## src/rtl/floor_step_motion_controller_core_defines.svh

```systemverilog
// Assertion macros for the floor step motion controller.
`ifndef FLOOR_STEP_MOTION_CONTROLLER_CORE_DEFINES_SVH
`define FLOOR_STEP_MOTION_CONTROLLER_CORE_DEFINES_SVH
`ifndef SYNTH
// Check a property on aclk, skipped while aresetn is low.
`define FSMC_ASSERT(lbl, prop) \
    lbl: assert property (@(posedge aclk) disable iff (!aresetn) prop) \
        else $error("fsmc assertion failed");
// Check a property on aclk, in reset as well.
`define FSMC_ASSERT_ALWAYS(lbl, prop) \
    lbl: assert property (@(posedge aclk) prop) \
        else $error("fsmc assertion failed");
`else
`define FSMC_ASSERT(lbl, prop)
`define FSMC_ASSERT_ALWAYS(lbl, prop)
`endif
`endif

```

## src/rtl/fsmc_pkg.sv

```systemverilog
// Types and codes shared by the floor step motion controller.
`timescale 1ns / 1ps

package fsmc_pkg;

    typedef enum logic [4:0] {
        ST_IDLE    = 5'b00001,
        ST_UP      = 5'b00010,
        ST_DOWN    = 5'b00100,
        ST_ARRIVED = 5'b01000,
        ST_ERROR   = 5'b10000
    } state_t;

    localparam logic [2:0] MODE_IDLE    = 3'd0;
    localparam logic [2:0] MODE_UP      = 3'd1;
    localparam logic [2:0] MODE_DOWN    = 3'd2;
    localparam logic [2:0] MODE_ARRIVED = 3'd3;
    localparam logic [2:0] MODE_ERROR   = 3'd4;

    localparam logic [1:0] CMD_NONE = 2'd0;
    localparam logic [1:0] CMD_UP   = 2'd1;
    localparam logic [1:0] CMD_DOWN = 2'd2;
    localparam logic [1:0] CMD_STOP = 2'd3;

    localparam logic [1:0] CFG_PULSES_PER_FLOOR  = 2'd0;
    localparam logic [1:0] CFG_STEP_TIMEOUT_MS   = 2'd1;
    localparam logic [1:0] CFG_UP_TIMEOUT_ENABLE = 2'd2;

    localparam logic [19:0] PULSES_PER_FLOOR_RST = 20'd1000;
    localparam logic [15:0] STEP_TIMEOUT_MS_RST  = 16'd5000;

    typedef struct packed {
        logic [19:0] pulses_per_floor;
        logic [15:0] step_timeout_ms;
        logic        up_timeout_enable;
    } cfg_t;

    typedef struct packed {
        logic               request_pending;
        logic [3:0]         next_target;
        logic signed [31:0] pulse_count;
        logic [31:0]        now_ms;
    } item_t;

    typedef struct packed {
        state_t      state;
        logic [3:0]  cur_floor;
        logic [3:0]  tgt_floor;
        logic [31:0] start_pulse;
        logic [31:0] start_time;
    } ctl_t;

    typedef struct packed {
        logic [1:0] motor_cmd;
        logic [3:0] lamp_on_floor;
        logic [3:0] lamp_off_floor;
        logic [3:0] tone_floor;
        logic [3:0] clear_request_floor;
        logic       timed_out;
        logic [2:0] mode_now;
        logic [3:0] floor_now;
    } result_t;

    function automatic logic [2:0] mode_code(state_t st);
        logic [2:0] code;
        unique case (st)
            ST_IDLE:    code = MODE_IDLE;
            ST_UP:      code = MODE_UP;
            ST_DOWN:    code = MODE_DOWN;
            ST_ARRIVED: code = MODE_ARRIVED;
            ST_ERROR:   code = MODE_ERROR;
            default:    code = MODE_IDLE;
        endcase
        return code;
    endfunction

endpackage

```

## src/rtl/floor_step_motion_controller_core.sv

```systemverilog
// Top level of the floor step motion controller: registers, handshake, config.
//
// channel  direction  handshake             payload
// s_       in         s_tvalid / s_tready   s_tdata[71:0]: one control tick
// m_       out        m_tvalid / m_tready   m_tdata[31:0]: one result per tick
// cfg_     in         cfg_wr_en             cfg_addr, cfg_wdata[19:0]
//
// Each item passes through the input register and then the output register;
// one item per cycle is sustained while the m_ side does not stall, with the
// combinational tick logic between the two registers. The controller state updates when an item
// moves from the input register to the output register. A stalled m_ side
// holds the result, and s_tready drops once the input register is also full.
// Reset is synchronous and active low; no clearing pass.
`timescale 1ns / 1ps
`include "floor_step_motion_controller_core_defines.svh"

module floor_step_motion_controller_core #(
    parameter int FLOOR_COUNT = 3
) (
    input  logic        aclk,
    input  logic        aresetn,
    input  logic        s_tvalid,
    output logic        s_tready,
    // request_pending, next_target[3:0], pulse_count[31:0], now_ms[31:0], zero pad
    input  logic [71:0] s_tdata,
    output logic        m_tvalid,
    input  logic        m_tready,
    // motor_cmd[1:0], lamp_on_floor[3:0], lamp_off_floor[3:0], tone_floor[3:0],
    // clear_request_floor[3:0], timed_out, mode_now[2:0], floor_now[3:0], zero pad
    output logic [31:0] m_tdata,
    input  logic        cfg_wr_en,
    input  logic [1:0]  cfg_addr,
    input  logic [19:0] cfg_wdata
);
    import fsmc_pkg::*;

    localparam logic [3:0] FLOOR_MAX = 4'(FLOOR_COUNT);

    cfg_t    cfg_reg;
    item_t   in_reg;
    logic    in_valid_reg;
    ctl_t    ctl_reg;
    ctl_t    ctl_next;
    result_t res_next;
    result_t out_reg;
    logic    out_valid_reg;
    logic    advance;

    assign advance  = in_valid_reg && (!out_valid_reg || m_tready);
    assign s_tready = !in_valid_reg || advance;

    always_ff @(posedge aclk) begin
        if (!aresetn) begin
            cfg_reg.pulses_per_floor  <= PULSES_PER_FLOOR_RST;
            cfg_reg.step_timeout_ms   <= STEP_TIMEOUT_MS_RST;
            cfg_reg.up_timeout_enable <= 1'b0;
        end else if (cfg_wr_en) begin
            case (cfg_addr)
                CFG_PULSES_PER_FLOOR:  cfg_reg.pulses_per_floor  <= cfg_wdata;
                CFG_STEP_TIMEOUT_MS:   cfg_reg.step_timeout_ms   <= cfg_wdata[15:0];
                CFG_UP_TIMEOUT_ENABLE: cfg_reg.up_timeout_enable <= cfg_wdata[0];
                default: ;
            endcase
        end
    end

    always_ff @(posedge aclk) begin
        if (!aresetn) begin
            in_valid_reg <= 1'b0;
        end else if (s_tready) begin
            in_valid_reg <= s_tvalid;
        end
    end

    always_ff @(posedge aclk) begin
        if (s_tvalid && s_tready) begin
            in_reg.request_pending <= s_tdata[0];
            in_reg.next_target     <= s_tdata[4:1];
            in_reg.pulse_count     <= $signed(s_tdata[36:5]);
            in_reg.now_ms          <= s_tdata[68:37];
        end
    end

    fsmc_step_logic #(
        .FLOOR_COUNT(FLOOR_COUNT)
    ) u_step (
        .cfg     (cfg_reg),
        .ctl     (ctl_reg),
        .item    (in_reg),
        .ctl_next(ctl_next),
        .res     (res_next)
    );

    always_ff @(posedge aclk) begin
        if (!aresetn) begin
            ctl_reg.state       <= ST_IDLE;
            ctl_reg.cur_floor   <= 4'd1;
            ctl_reg.tgt_floor   <= 4'd1;
            ctl_reg.start_pulse <= '0;
            ctl_reg.start_time  <= '0;
        end else if (advance) begin
            ctl_reg <= ctl_next;
        end
    end

    always_ff @(posedge aclk) begin
        if (!aresetn) begin
            out_valid_reg <= 1'b0;
        end else if (advance) begin
            out_valid_reg <= 1'b1;
        end else if (m_tready) begin
            out_valid_reg <= 1'b0;
        end
    end

    always_ff @(posedge aclk) begin
        if (advance) begin
            out_reg <= res_next;
        end
    end

    assign m_tvalid = out_valid_reg;
    assign m_tdata  = {6'd0,
                       out_reg.floor_now,
                       out_reg.mode_now,
                       out_reg.timed_out,
                       out_reg.clear_request_floor,
                       out_reg.tone_floor,
                       out_reg.lamp_off_floor,
                       out_reg.lamp_on_floor,
                       out_reg.motor_cmd};

    `FSMC_ASSERT(a_in_hold, (in_valid_reg && !advance) |=> (in_valid_reg && $stable(in_reg)))
    `FSMC_ASSERT(a_ctl_hold, (!advance) |=> $stable(ctl_reg))
    `FSMC_ASSERT(a_arrive_idle, (advance && ctl_reg.state == ST_ARRIVED) |=>
                 (ctl_reg.state == ST_IDLE && $stable(ctl_reg.cur_floor)))
    `FSMC_ASSERT_ALWAYS(a_reset_empty, (!aresetn) |=> (!in_valid_reg && !out_valid_reg))
    `FSMC_ASSERT(a_floor_range, (ctl_reg.cur_floor != 4'd0) && (ctl_reg.cur_floor <= FLOOR_MAX))

endmodule

```

## src/rtl/fsmc_step_logic.sv

```systemverilog
// Next-state and result logic for one control tick.
`timescale 1ns / 1ps

module fsmc_step_logic #(
    parameter int FLOOR_COUNT = 3
) (
    input  fsmc_pkg::cfg_t    cfg,
    input  fsmc_pkg::ctl_t    ctl,
    input  fsmc_pkg::item_t   item,
    output fsmc_pkg::ctl_t    ctl_next,
    output fsmc_pkg::result_t res
);
    import fsmc_pkg::*;

    localparam logic [3:0] FLOOR_MAX = 4'(FLOOR_COUNT);

    logic [31:0] pulse_u;
    logic [31:0] delta;
    logic [31:0] elapsed;
    logic        step_done;
    logic        step_late;
    logic        timeout_armed;
    logic [3:0]  tgt_clamp;
    logic [3:0]  floor_adv;

    assign pulse_u       = $unsigned(item.pulse_count);
    assign delta         = (ctl.state == ST_UP) ? (ctl.start_pulse - pulse_u)
                                                : (pulse_u - ctl.start_pulse);
    assign step_done     = !delta[31] && (delta >= {12'd0, cfg.pulses_per_floor});
    assign elapsed       = item.now_ms - ctl.start_time;
    assign step_late     = elapsed > {16'd0, cfg.step_timeout_ms};
    assign timeout_armed = (ctl.state == ST_DOWN) || cfg.up_timeout_enable;
    assign floor_adv     = (ctl.state == ST_UP) ? (ctl.cur_floor + 4'd1)
                                                : (ctl.cur_floor - 4'd1);

    always_comb begin
        priority if (item.next_target == 4'd0) begin
            tgt_clamp = 4'd1;
        end else if (item.next_target > FLOOR_MAX) begin
            tgt_clamp = FLOOR_MAX;
        end else begin
            tgt_clamp = item.next_target;
        end
    end

    always_comb begin
        ctl_next = ctl;
        res      = '0;
        unique case (ctl.state)
            ST_IDLE: begin
                if (item.request_pending) begin
                    ctl_next.tgt_floor = tgt_clamp;
                    res.lamp_on_floor  = tgt_clamp;
                    if (tgt_clamp == ctl.cur_floor) begin
                        ctl_next.state = ST_ARRIVED;
                    end else begin
                        ctl_next.start_pulse = pulse_u;
                        ctl_next.start_time  = item.now_ms;
                        if (tgt_clamp > ctl.cur_floor) begin
                            ctl_next.state = ST_UP;
                            res.motor_cmd  = CMD_UP;
                        end else begin
                            ctl_next.state = ST_DOWN;
                            res.motor_cmd  = CMD_DOWN;
                        end
                    end
                end
            end
            ST_UP, ST_DOWN: begin
                if (step_done) begin
                    ctl_next.cur_floor = floor_adv;
                    res.motor_cmd      = CMD_STOP;
                    if (floor_adv == ctl.tgt_floor) begin
                        ctl_next.state = ST_ARRIVED;
                    end else begin
                        ctl_next.start_pulse = pulse_u;
                        ctl_next.start_time  = item.now_ms;
                        if (ctl.tgt_floor > floor_adv) begin
                            ctl_next.state = ST_UP;
                            res.motor_cmd  = CMD_UP;
                        end else begin
                            ctl_next.state = ST_DOWN;
                            res.motor_cmd  = CMD_DOWN;
                        end
                    end
                end else if (timeout_armed && step_late) begin
                    ctl_next.state = ST_ERROR;
                    res.motor_cmd  = CMD_STOP;
                    res.timed_out  = 1'b1;
                end
            end
            ST_ARRIVED: begin
                res.lamp_off_floor      = ctl.tgt_floor;
                res.tone_floor          = ctl.tgt_floor;
                res.clear_request_floor = ctl.tgt_floor;
                ctl_next.state          = ST_IDLE;
            end
            ST_ERROR: begin
                res.clear_request_floor = ctl.tgt_floor;
                ctl_next.state          = ST_IDLE;
            end
            default: begin
                ctl_next.state = ST_IDLE;
            end
        endcase
        res.mode_now  = mode_code(ctl_next.state);
        res.floor_now = ctl_next.cur_floor;
    end

endmodule
```

## config.mk

```make
export PLATFORM = sky130hd
export DESIGN_NAME = floor_step_motion_controller_core
export DESIGN_NICKNAME = d
export VERILOG_FILES = /design/src/rtl/fsmc_pkg.sv /design/src/rtl/floor_step_motion_controller_core.sv /design/src/rtl/fsmc_step_logic.sv
export VERILOG_INCLUDE_DIRS = /design/src /design/src/rtl
export SDC_FILE = /design/constraint.sdc
export NUM_CORES = 1
export LEC_CHECK = 0
export BUFFER_PORTS_ARGS = -buffer_cell sky130_fd_sc_hd__buf_2
export CELL_PAD_IN_SITES_DETAIL_PLACEMENT = 1
export CELL_PAD_IN_SITES_GLOBAL_PLACEMENT = 1
export CORE_MARGIN = 1.5
export CORE_UTILIZATION = 30
export CTS_BUF_LIST = sky130_fd_sc_hd__clkbuf_4 sky130_fd_sc_hd__clkbuf_8
export DETAILED_ROUTE_END_ITERATION = 8
export HOLD_SLACK_MARGIN = 0.05
export PLACE_DENSITY = 0.62
export SLEW_MARGIN = 20
export SYNTH_ARGS = -nofsm -noshare
export SYNTH_HDL_FRONTEND = slang
export SYNTH_SLANG_ARGS = --single-unit
```

## constraint.sdc

```tcl
create_clock -name aclk -period 5.6 [get_ports aclk]
set_clock_uncertainty 0.05 [all_clocks]
set_input_delay 0 -clock aclk [delete_from_list [all_inputs] [get_ports aclk]]
set_output_delay 0 -clock aclk [all_outputs]
set_load 0.02 [all_outputs]
```

# After elaboration in Yosys (flattened, before gate mapping)
# Index checks and enable logic that the tools add are counted.
[op_classes]
n_addsub = 5
multipliers = 0
div_mod_pow = 0
magnitude_cmp = 5
eq_ne = 17
n_shift = 0
n_mux = 31
n_bitwise = 1
reduce_logical = 23
[op_table]
columns = ["cell", "n"]
rows = [
  ["64-bit 2-to-1 mux", 4],
  ["64-bit case mux with 2 select lines", 1],
  ["32-bit subtractor", 3],
  ["32-bit by 20-bit >= comparator with 1-bit output", 1],
  ["32-bit by 16-bit > comparator with 1-bit output", 1],
  ["32-bit 2-to-1 mux", 1],
  ["5-bit 2-to-1 mux", 5],
  ["4-bit 2-to-1 mux", 5],
  ["2-bit 2-to-1 mux", 6],
  ["3-bit case mux with 4 select lines", 1],
  ["5-bit by 2-bit equality test with 1-bit output, second input constant", 2],
  ["5-bit by 3-bit equality test with 1-bit output, second input constant", 2],
  ["5-bit by 4-bit equality test with 1-bit output, second input constant", 2],
  ["5-bit equality test, second input constant", 2],
  ["5-bit case mux with 2 select lines", 1],
  ["4-bit equality test", 2],
  ["4-bit > comparator", 2],
  ["2-bit AND reduction", 4],
  ["3-bit 2-to-1 mux", 2],
  ["6-bit 2-to-1 mux", 1],
  ["2-bit inequality test, second input constant", 3],
  ["6-bit AND reduction", 1],
  ["2-bit OR reduction", 3],
  ["5-bit by 1-bit equality test with 1-bit output, second input constant", 1],
  ["other kinds (16)", 26],
]
[totals]
reg_bits = 207
latchBits = 0
ram_bits = 0
rom_bits = 0
input_bits = 99
output_inout_bits = 34
elab_cells = 103
memories = 0

# Depth between registers and ports, before layout
# Gate-level depths: netlist of run 1.
[depth]
depth_word = 10
mapped_depth = 26
mapped_depth_nobuf = 25

# Modules after synthesis
# Synthesis of run 1 repeated with hierarchy kept, for this count alone.
[unflattened]
hier_cells = 1829
hier_area_um2 = 15892.7
[by_module_without_submodules]
columns = ["module", "instances", "cells_per_inst", "area_per_inst_um2", "seq_area_each_um2"]
rows = [
  ["fsmc_step_logic", 1, 1233, 8540.7, 0.0],
  ["floor_step_motion_controller_core", 1, 596, 7352.1, 5175.0],
]

# Worst setup path after synthesis of run 1
# Ideal clock, no wire load.
[synth_timing]
path_type = "flip-flop to flip-flop"
startpoint = "reg ctl_reg[74] (netlist name)"
endpoint = "reg out_reg (netlist bit m_tdata[0]) (data pin)"
setup_ns = 0.265
arrival_ns = 4.588
path_slack_ns = 0.697
path_stages_with_launch = 19
n_path_buf = 4
period_less_slack_ns = 4.903
cell_sequence = "dfxtp_1 -> and2b_1 -> nand2_2 -> buf_2 -> clkbuf_1 -> clkbuf_1 -> clkbuf_1 -> mux2i_1 -> xor2_1 -> ha_1 -> o2111a_1 -> a221o_1 -> a211o_1 -> nor4_1 -> and3_1 -> nand4b_1 -> o311ai_2 -> nor2_1 -> or3_1"
[synth_rtl]
columns = ["element", "line", "text"]
rows = [
  ["start, declared", "floor_step_motion_controller_core.sv:42", "ctl_t ctl_reg;"],
  ["start signal, assigned", "floor_step_motion_controller_core.sv:102", "ctl_reg <= ctl_next;"],
  ["end signal, assigned", "floor_step_motion_controller_core.sv:118", "out_reg <= res_next;"],
  ["end, declared", "floor_step_motion_controller_core.sv:45", "result_t out_reg;"],
]

# Final worst setup path of run 1
[layout_timing]
startpoint = "reg in_reg[32] (netlist name)"
endpoint = "reg ctl_reg[32] (netlist name)"
[layout_via]
elab_chain_len = 6
[layout_lines]
columns = ["element", "line", "text"]
rows = [
  ["start, declared", "floor_step_motion_controller_core.sv:40", "item_t in_reg;"],
  ["32-bit subtractor (on tied branches)", "fsmc_step_logic.sv:28, fsmc_step_logic.sv:27", ""],
  ["32-bit 2-to-1 mux", "fsmc_step_logic.sv:27", "assign delta = (ctl.state == ST_UP) ? (ctl.start_pulse - pulse_u)"],
  ["32-bit by 20-bit >= comparator with 1-bit output / 1-bit logical NOT (equally long branches)", "fsmc_step_logic.sv:29", "assign step_done = !delta[31] && (delta >= {12'd0, cfg.pulses_per_floor});"],
  ["1-bit logical AND", "fsmc_step_logic.sv:29", ""],
  ["2-bit by 1-bit inequality test with 1-bit output (no line)", "--", ""],
  ["6-bit AND reduction (no line)", "--", ""],
]
# Parallel ways exist; a longest one is shown, timed or not. The select of a mux whose other input is x is not followed.
# A chain may end at the register's enable or synchronous reset.

==> results.rst, run 1 <==
.. list-table::
   :header-rows: 1

   * - Metric
     - Value
   * - Clock latency on the worst-skew pair
     - roughly 0.6 ns
   * - Largest voltage drop on the vdd net
     - roughly 0.16 mV
   * - R2R depth
     - 25
   * - Count of flip-flops with a built-in enable after synthesis
     - just over 90
   * - Adder-cell share of the synthesized area
     - around 13%
   * - Critical R2R Capture
     - ctl_reg[32]
   * - Net count of the finished layout
     - between 2k and 2.5k
   * - Global-route wire length before repair
     - approximately 71000 µm
   * - Vias in the first global route
     - 13.5k
   * - Total die area
     - ~49000 µm²
   * - Highest achievable clock rate
     - roughly 190 MHz
   * - Top Metal Used
     - met5
   * - Fillers
     - between 5k and 6k
   * - Max FO, Critical Path
     - 38
   * - Wire length on met2
     - 20700 µm
   * - Number of buffers between clock root and the deepest sink
     - 3
   * - Worst Setup Slack, final
     - 0.204 ns
   * - WL met1
     - between 20000 and 25000 µm
   * - Metal3 WL
     - about 1800 µm
   * - Pin count of the biggest net entering global routing
     - approximately 110
   * - Max transition margin
     - between 40% and 50%
   * - Flop and latch count out of synthesis
     - 207
   * - Sort of element at the end of the critical path
     - flip-flop
   * - Clock tree from TritonCTS
     - built
   * - Average via count per standard cell
     - ~5
   * - Fraction of layout cells with a size suffix above 1
     - between 10% and 20%
   * - Combinational family with the most area after synthesis
     - compound AO/OA/AOI/OAI gates
   * - Placeable Area
     - between 40000 and 50000 µm²
   * - Hold Path Class
     - input pin to flip-flop
   * - Area occupied by multi-input gates
     - around 8300 µm²
   * - Portion of the post-synthesis area used by sequential elements
     - a little over a third
   * - All-layer global routing usage
     - between 10% and 20%
   * - Max reg flops
     - 77
   * - Final Critical Period
     - 5.40 ns
   * - Commonest register cell after synthesis
     - sky130_fd_sc_hd__dfxtp_1
   * - WHS Endpoint
     - in_reg[32]
   * - Root buffer cell
     - sky130_fd_sc_hd__clkbuf_8
   * - Area of the mapped netlist
     - 14300 µm²
   * - Compound-cell area share of the yosys netlist
     - 18.8%
   * - # rows
     - 79
   * - Die extent in x
     - 221 µm
   * - Post-DRT Antenna Nets
     - 0
   * - Hold Startpoint
     - s_tdata[5]
   * - Worst-path clk slew
     - 0.06 ns
   * - Synth cell types
     - just over 80
   * - Required arrival time at the worst endpoint
     - 6.02 ns
   * - Number of failing setup endpoints in the final timing report
     - 0
   * - Async SR Flop Fraction
     - 0%
   * - Total count of hold-check failures in the final report
     - 0
   * - Simple-gate share of the synthesized area
     - between 10% and 20%
   * - DPL Wire Length
     - about 32000 µm
   * - Xor/xnor cell area share of the yosys netlist
     - under 10%
   * - Min-Delay Path Depth
     - 2
   * - Post-detailed-placement cell area
     - around 15000 µm²
   * - Total power consumption of the routed design
     - about 4500 µW
   * - Height of the die
     - between 200 and 250 µm
   * - Final estimated routing congestion in global placement
     - around 0.88
   * - Initial detailed-routing violation count
     - between 400 and 500
   * - Leakage power
     - just over 0.007 µW
   * - Quantity of I/O buffers inserted on ports
     - between 100 and 150
   * - Cell area after layout
     - between 15000 and 20000 µm²
   * - Slew Limit Fails
     - 0
   * - Antenna violations before repair
     - 6
   * - Global-route congestion overflow total
     - 0
   * - Footprint of the flip-flops and latches
     - roughly 5000 µm²
   * - CTS sink count
     - between 200 and 250
   * - Total clock buffers created by CTS
     - 40
   * - Status
     - finished, final reports clean
   * - Starting Density
     - between 30 and 40%
   * - Maximum level of the CTS H-tree
     - 2
   * - Number of design rule violations left after detail routing
     - 0
   * - WS Path Type
     - flip-flop to flip-flop
   * - Detailed Routing Iterations Pass 1
     - 4
   * - Number of setup buffers added after CTS
     - 0
   * - Worst Max-Slew Pin Slew
     - 0.784 ns
   * - Crit path DAT
     - 5.82 ns
   * - Final critical-path share of the clock period
     - a little over nine tenths
   * - Pre-CTS worst setup slack
     - 0.0959 ns
   * - Post-Syn Instances
     - about 1.7k
   * - Kind of launch point of the worst setup path
     - flip-flop
   * - Register-to-register setup slack
     - a little over 0.2 ns
   * - Number of vias in the routed layout
     - about 13k
   * - Num ports
     - approximately 130
   * - Total number of yosys warnings
     - 0
   * - Routed wire length
     - 44100 µm
   * - Average wire per cell in the routed design
     - 17.0 µm
   * - Final Hold Slack
     - approximately 0.097 ns
   * - Area added between synthesis and finish
     - 27.0%
   * - Mean area per synthesized cell
     - about 8.5 µm²
   * - Max-cap check violation count
     - 0
   * - RR Startpoint
     - in_reg[32]
   * - Pwr dens
     - between 200 and 250 nW/µm²
   * - Fraction of synthesized area in multiplexers
     - 5.43%
[critical path, cell delays in order (launching register included)]
cell and delay [ns]:
sky130_fd_sc_hd__edfxtp_1 0.42, sky130_fd_sc_hd__inv_1 0.08, sky130_fd_sc_hd__ha_1 0.16, sky130_fd_sc_hd__inv_1 0.08
sky130_fd_sc_hd__fa_2 0.37, sky130_fd_sc_hd__a211oi_2 0.32, sky130_fd_sc_hd__o211ai_1 0.14, sky130_fd_sc_hd__nand2_1 0.11
sky130_fd_sc_hd__and2_1 0.19, sky130_fd_sc_hd__nor2_1 0.06, sky130_fd_sc_hd__nor3_1 0.13, sky130_fd_sc_hd__nor2_1 0.08
sky130_fd_sc_hd__xor2_1 0.16, sky130_fd_sc_hd__ha_1 0.20, sky130_fd_sc_hd__a21o_1 0.17, sky130_fd_sc_hd__a21o_1 0.18
sky130_fd_sc_hd__a21oi_1 0.14, sky130_fd_sc_hd__o41ai_1 0.09, sky130_fd_sc_hd__a211o_1 0.32, sky130_fd_sc_hd__nor4_1 0.26
sky130_fd_sc_hd__and3_1 0.20, sky130_fd_sc_hd__nand4b_1 0.22, sky130_fd_sc_hd__or3_1 0.39, sky130_fd_sc_hd__a32o_4 0.32
sky130_fd_sc_hd__buf_12 0.17, sky130_fd_sc_hd__mux2i_1 0.17
[cell usage after synthesis, types with 29 or more instances]
cell	number	share of area, %
sky130_fd_sc_hd__nand4_1	30	1.3
sky130_fd_sc_hd__a21o_1	29	1.5
sky130_fd_sc_hd__ha_1	139	12
sky130_fd_sc_hd__mux2i_1	72	5.0
sky130_fd_sc_hd__inv_1	154	4.0
sky130_fd_sc_hd__edfxtp_1	91	19
sky130_fd_sc_hd__nand2_1	288	7.6
sky130_fd_sc_hd__a21oi_1	126	4.4
sky130_fd_sc_hd__o21ai_0	70	2.4
sky130_fd_sc_hd__xnor2_1	31	1.9
sky130_fd_sc_hd__dfxtp_1	116	16
sky130_fd_sc_hd__nor2_1	77	2.0
sky130_fd_sc_hd__clkbuf_1	61	1.6
[worst max-delay path by stage]
stage	from	end	slack, ns
2_1_floorplan	ctl_reg[74]	m_tdata[0]	0.70
4_1_cts	in_reg[32]	m_tdata[1]	0.06
6_report	in_reg[32]	ctl_reg[32]	0.20
3_3_place_gp	in_reg[32]	ctl_reg[24]	0.31
5_1_grt	ctl_reg[33]	ctl_reg[35]	-0.01
3_5_place_dp	in_reg[32]	m_tdata[1]	0.1
[what timing repair did]
| item | 4_1_cts | 5_1_grt |
|---|---|---|
| hold buffers | 171 | 0 |
| resized for setup | 0 | 19 |
| endpoints found under the setup margin | 0 | 72 |
| endpoints found under the hold margin | 161 | 0 |
[metal layers]
layer / global-route usage, % / up-vias
li1: - / 6450
met2: 30.4 / 208
met4: 4.16 / 4
met3: 3.77 / 55
met1: 22.9 / 6279
met5: 0 / -
[per-stage QoR]
stage          utilization [%]  TNS [ns]  std cells
4_1_cts                   38.6         0       2591
6_report                  38.9         0       2596
5_1_grt                   38.9   -0.0325       2596
2_1_floorplan                -         0       1692
3_3_place_gp              33.0         0       2347
3_5_place_dp              33.0         0       2347
[cell usage in the layout (no fill, tap or decap), drive strengths merged, types with 30 or more instances in the layout]
cell	instances
nor2	78
edfxtp	91
dfxtp	116
clkbuf	60
a21boi	30
nand4	30
mux2i	72
ha	139
nand2	290
inv	155
a21oi	126
xnor2	31
o21ai	85
dlygate4sd3	171
buf	142
[area by class of cell]
type,instances,share of cell area (%)
Clock inverter,13,1.07
Sequential cell,207,27.8
Tap cell,607,4.18
Multi-Input combinational cell,1236,45.7
Timing Repair Buffer,313,13.9
Clock buffer,60,4.03
Antenna cell,4,0.0551
Inverter,156,3.23
[cell families (layout without fill, tap and decap cells)]
family | Yosys count | after routing
XOR/XNOR | 53 | 53
other | 1 | 14
buffers and inverters | 249 | 542
adder cells (fa/ha/maj) | 143 | 143
AND/OR/NAND/NOR | 534 | 534
AO/OA/AOI/OAI | 419 | 419
flip-flops | 207 | 207
multiplexers | 77 | 77
[power breakdown]
part           switching [µW]  internal [µW]  total, µW
registers                42.9           1650       1690
clock network             710           1070       1780
logic                     563            417        979
Note: power is estimated with default switching activity, not from simulation.
==> run 2: changes to the inputs <==
Settings changed: CTS_BUF_LIST sky130_fd_sc_hd__clkbuf_4 sky130_fd_sc_hd__clkbuf_8 to sky130_fd_sc_hd__clkbuf_2 sky130_fd_sc_hd__clkbuf_4 sky130_fd_sc_hd__clkbuf_8, PLACE_DENSITY 0.62 to 0.65, RECOVER_POWER from default to 50.
==> results.rst, run 2 (synthesis gave the netlist of run 1 again) <==
.. list-table::
   :header-rows: 1

   * - Metric
     - Value
   * - Status
     - finished, violations left (was finished, final reports clean)
   * - Failing checks
     - max-capacitance violations, max-slew violations
   * - Routed wire length
     - 44600 µm (was 44100 µm)
   * - Total clock buffers created by CTS
     - 42 (was 40)
   * - Placeable Area
     - 46800 µm² (unchanged)
   * - Height of the die
     - 221 µm (unchanged)
   * - Largest voltage drop on the vdd net
     - 0.160 mV (was 0.159 mV)
   * - Pin count of the biggest net entering global routing
     - 108 (unchanged)
   * - Net count of the finished layout
     - 2200 (was 2196)
   * - Kind of launch point of the worst setup path
     - flip-flop (unchanged)
   * - Clock tree from TritonCTS
     - built (unchanged)
   * - Post-detailed-placement cell area
     - 15400 µm² (about the same)
   * - R2R depth
     - 20 (was 25)
   * - CTS sink count
     - 207 (unchanged)
   * - Fraction of layout cells with a size suffix above 1
     - 10.8% (was 12.7%)
   * - DPL Wire Length
     - 32700 µm (was 32300 µm)
   * - Sort of element at the end of the critical path
     - flip-flop (unchanged)
   * - Hold Path Class
     - input pin to flip-flop (unchanged)
   * - Required arrival time at the worst endpoint
     - 6.01 ns (was 6.02 ns)
   * - Number of design rule violations left after detail routing
     - 0 (unchanged)
   * - Antenna violations before repair
     - 2 (was 6)
   * - Maximum level of the CTS H-tree
     - 2 (unchanged)
   * - Post-DRT Antenna Nets
     - 0 (unchanged)
   * - Average wire per cell in the routed design
     - 17.2 µm (was 17.0 µm)
   * - Max FO, Critical Path
     - 42 (was 38)
   * - Highest achievable clock rate
     - 191 MHz (was 185 MHz)
   * - Leakage power
     - 0.00711 µW (was 0.00723 µW)
   * - Max transition margin
     - -108% (was 47.7%)
   * - Critical path cell sequence
     - ha_1, a21oi_1, o21ai_1, a2111oi_0, a311oi_2, nand2_1, xnor2_1, ha_1, a21oi_1, nor2b_1, o21ai_0, a21oi_1, a211o_1, nor4_1, and3_1, nand4b_1, or3_1, a32o_4, buf_12, mux2i_1
   * - CP max stage delay
     - 0.62 ns (was 0.42 ns)
   * - Post-route setup TNS
     - 0 ns (unchanged)
   * - Capture point of the worst path
     - ctl_reg[27] (was ctl_reg[32])
   * - Detailed Routing Iterations Pass 1
     - 5 (was 4)
   * - Fraction of the core area covered by cells at the end of the flow
     - 38.7% (was 38.9%)
   * - Pre-CTS worst setup slack
     - 0.198 ns (was 0.0959 ns)
   * - Number of buffers between clock root and the deepest sink
     - 3 (unchanged)
   * - Average via count per standard cell
     - 5.08 (was 5.01)
   * - First element of the critical path
     - in_reg[44] (was in_reg[32])
   * - All-layer global routing usage
     - 18.2% (was 17.8%)
   * - Cell area after layout
     - 18100 µm² (was 18200 µm²)
   * - Most used cells in the layout excluding fill and tap cells
     - sky130_fd_sc_hd__nand2_1, sky130_fd_sc_hd__dlygate4sd3_1, sky130_fd_sc_hd__inv_1 (unchanged)
   * - Root buffer cell
     - sky130_fd_sc_hd__clkbuf_8 (unchanged)
   * - Worst Setup Slack, final
     - 0.356 ns (was 0.204 ns)
   * - Number of failing setup endpoints in the final timing report
     - 0 (unchanged)
   * - Worst Max-Slew Pin Slew
     - 3.12 ns (was 0.784 ns)
   * - Area added between synthesis and finish
     - 26.4% (was 27.0%)
   * - Slew Limit Fails
     - 149 (was 0)
   * - Pwr dens
     - 245 nW/µm² (about the same)
   * - Die extent in x
     - 221 µm (unchanged)
   * - Final Critical Period
     - 5.24 ns (was 5.40 ns)
   * - Total count of hold-check failures in the final report
     - 0 (unchanged)
   * - Critical R2R Capture
     - ctl_reg[27] (was ctl_reg[32])
   * - Max reg flops
     - 77 (unchanged)
   * - WS Path Type
     - flip-flop to flip-flop (unchanged)
   * - Number of vias in the routed layout
     - 13.2k (was 13.0k)
   * - Num ports
     - 133 (unchanged)
   * - Most repeated library cell on the critical path
     - sky130_fd_sc_hd__a21oi_1
   * - Clock latency on the worst-skew pair
     - 0.63 ns (was 0.61 ns)
   * - Cell with the biggest individual delay on the critical path
     - sky130_fd_sc_hd__a2111oi_0 (was sky130_fd_sc_hd__edfxtp_1)
   * - Global-route congestion overflow total
     - 0 (unchanged)
   * - Final critical-path share of the clock period
     - 93.6% (was 96.4%)
   * - RR Startpoint
     - in_reg[44] (was in_reg[32])
   * - Register-to-register setup slack
     - 0.36 ns (was 0.20 ns)
   * - Initial detailed-routing violation count
     - 564 (was 496)
   * - Final estimated routing congestion in global placement
     - 0.905 (was 0.878)
   * - Vias in the first global route
     - 13.9k (was 13.5k)
   * - Crit path DAT
     - 5.66 ns (was 5.82 ns)
   * - Global-route wire length before repair
     - 72300 µm (was 71000 µm)
   * - Total die area
     - 49000 µm² (unchanged)
   * - Max-cap check violation count
     - 3 (was 0)
   * - Most common library cell in the layout ignoring fill and taps
     - sky130_fd_sc_hd__nand2_1 (unchanged)
   * - Starting Density
     - 30.6% (unchanged)
   * - Worst-path clk slew
     - 0.05 ns (was 0.06 ns)
   * - # rows
     - 79 (unchanged)
   * - Quantity of I/O buffers inserted on ports
     - 123 (unchanged)
==> run 2: cell types whose count changed in the layout (fill, tap and decap cells not counted), sizes merged <==
cell / before / now
buf: 142 / 109
clkinvlp: 2 / 1
dlygate4sd3: 171 / 169
clkinv: 7 / 13
bufinv: 5 / 3
diode: 4 / 2
clkbuf: 60 / 97
inv: 155 / 156
==> run 2: layout make-up <==
| class | count | area [µm²] |
|---|---|---|
| clock buffer | 60 | 751 |
| multi-input combinational | 1236 | 8290 |
| tap | 607 | 759 |
| timing repair buffer | 315 | 2460 |
| clock inverter | 17 | 174 |
| fill | 5504 | 28700 |
| antenna | 2 | 5.00 |
| sequential | 207 | 5050 |
| inverter | 156 | 587 |
==> run 2: worst max-delay path: cells and delay by family, from the launching register on <==
family                     cells  cell delay [ns]
AOI/OAI and AO/OA              9             2.27
and+or+nand+nor                6             1.13
adders and majority gates      2             0.71
DFF                            1             0.42
buffers and inverters          1             0.21
muxes                          1             0.16
xor gates and xnor gates       1             0.14
==> run 2: how the worst min path moves through the flow <==
stage | start | end | slack [ns] | cells past startpoint
after floorplan | s_tdata[37] | in_reg[0] | 0.05 | 0
after global placement | s_tdata[21] | in_reg[48] | 0.13 | 1
after detailed placement | s_tdata[31] | in_reg[58] | 0.13 | 1
after CTS | s_tdata[13] | in_reg[40] | 0.05 | 2
after global routing | s_tdata[11] | in_reg[38] | 0.09 | 2
final | s_tdata[11] | in_reg[38] | 0.11 | 2
==> run 2: power by group <==
group          switching [µW]  internal [µW]
sequential               44.3           1650
clock                     754           1010
combinational             562            412
==> run 2: timing repair <==
action                                  in CTS  in global routing
buffers inserted                             0                  1
hold endpoints to repair                   125                  0
hold buffers                               169                  0
endpoints found under the setup margin       0                 73
resized for setup                            0                 14
==> run 2: stage by stage <==
stage	total power (µW)	cells	hold WS, ns
3_3_place_gp	2580	2350	0.126
3_5_place_dp	2610	2350	0.129
5_1_grt	4700	2598	0.0924
4_1_cts	4510	2596	0.0521
2_1_floorplan	2340	1692	0.0489
6_report	4430	2600	0.114
==> run 2: metal layers <==
layer / wire length, µm / GRT usage (%) / vias up
met3: 1770 / 2.80 / 87
met2: 21400 / 31.4 / 255
met5: 27 / 0 / -
met1: 20100 / 22.6 / 6396
li1: - / - / 6465
met4: 1380 / 7.16 / 4
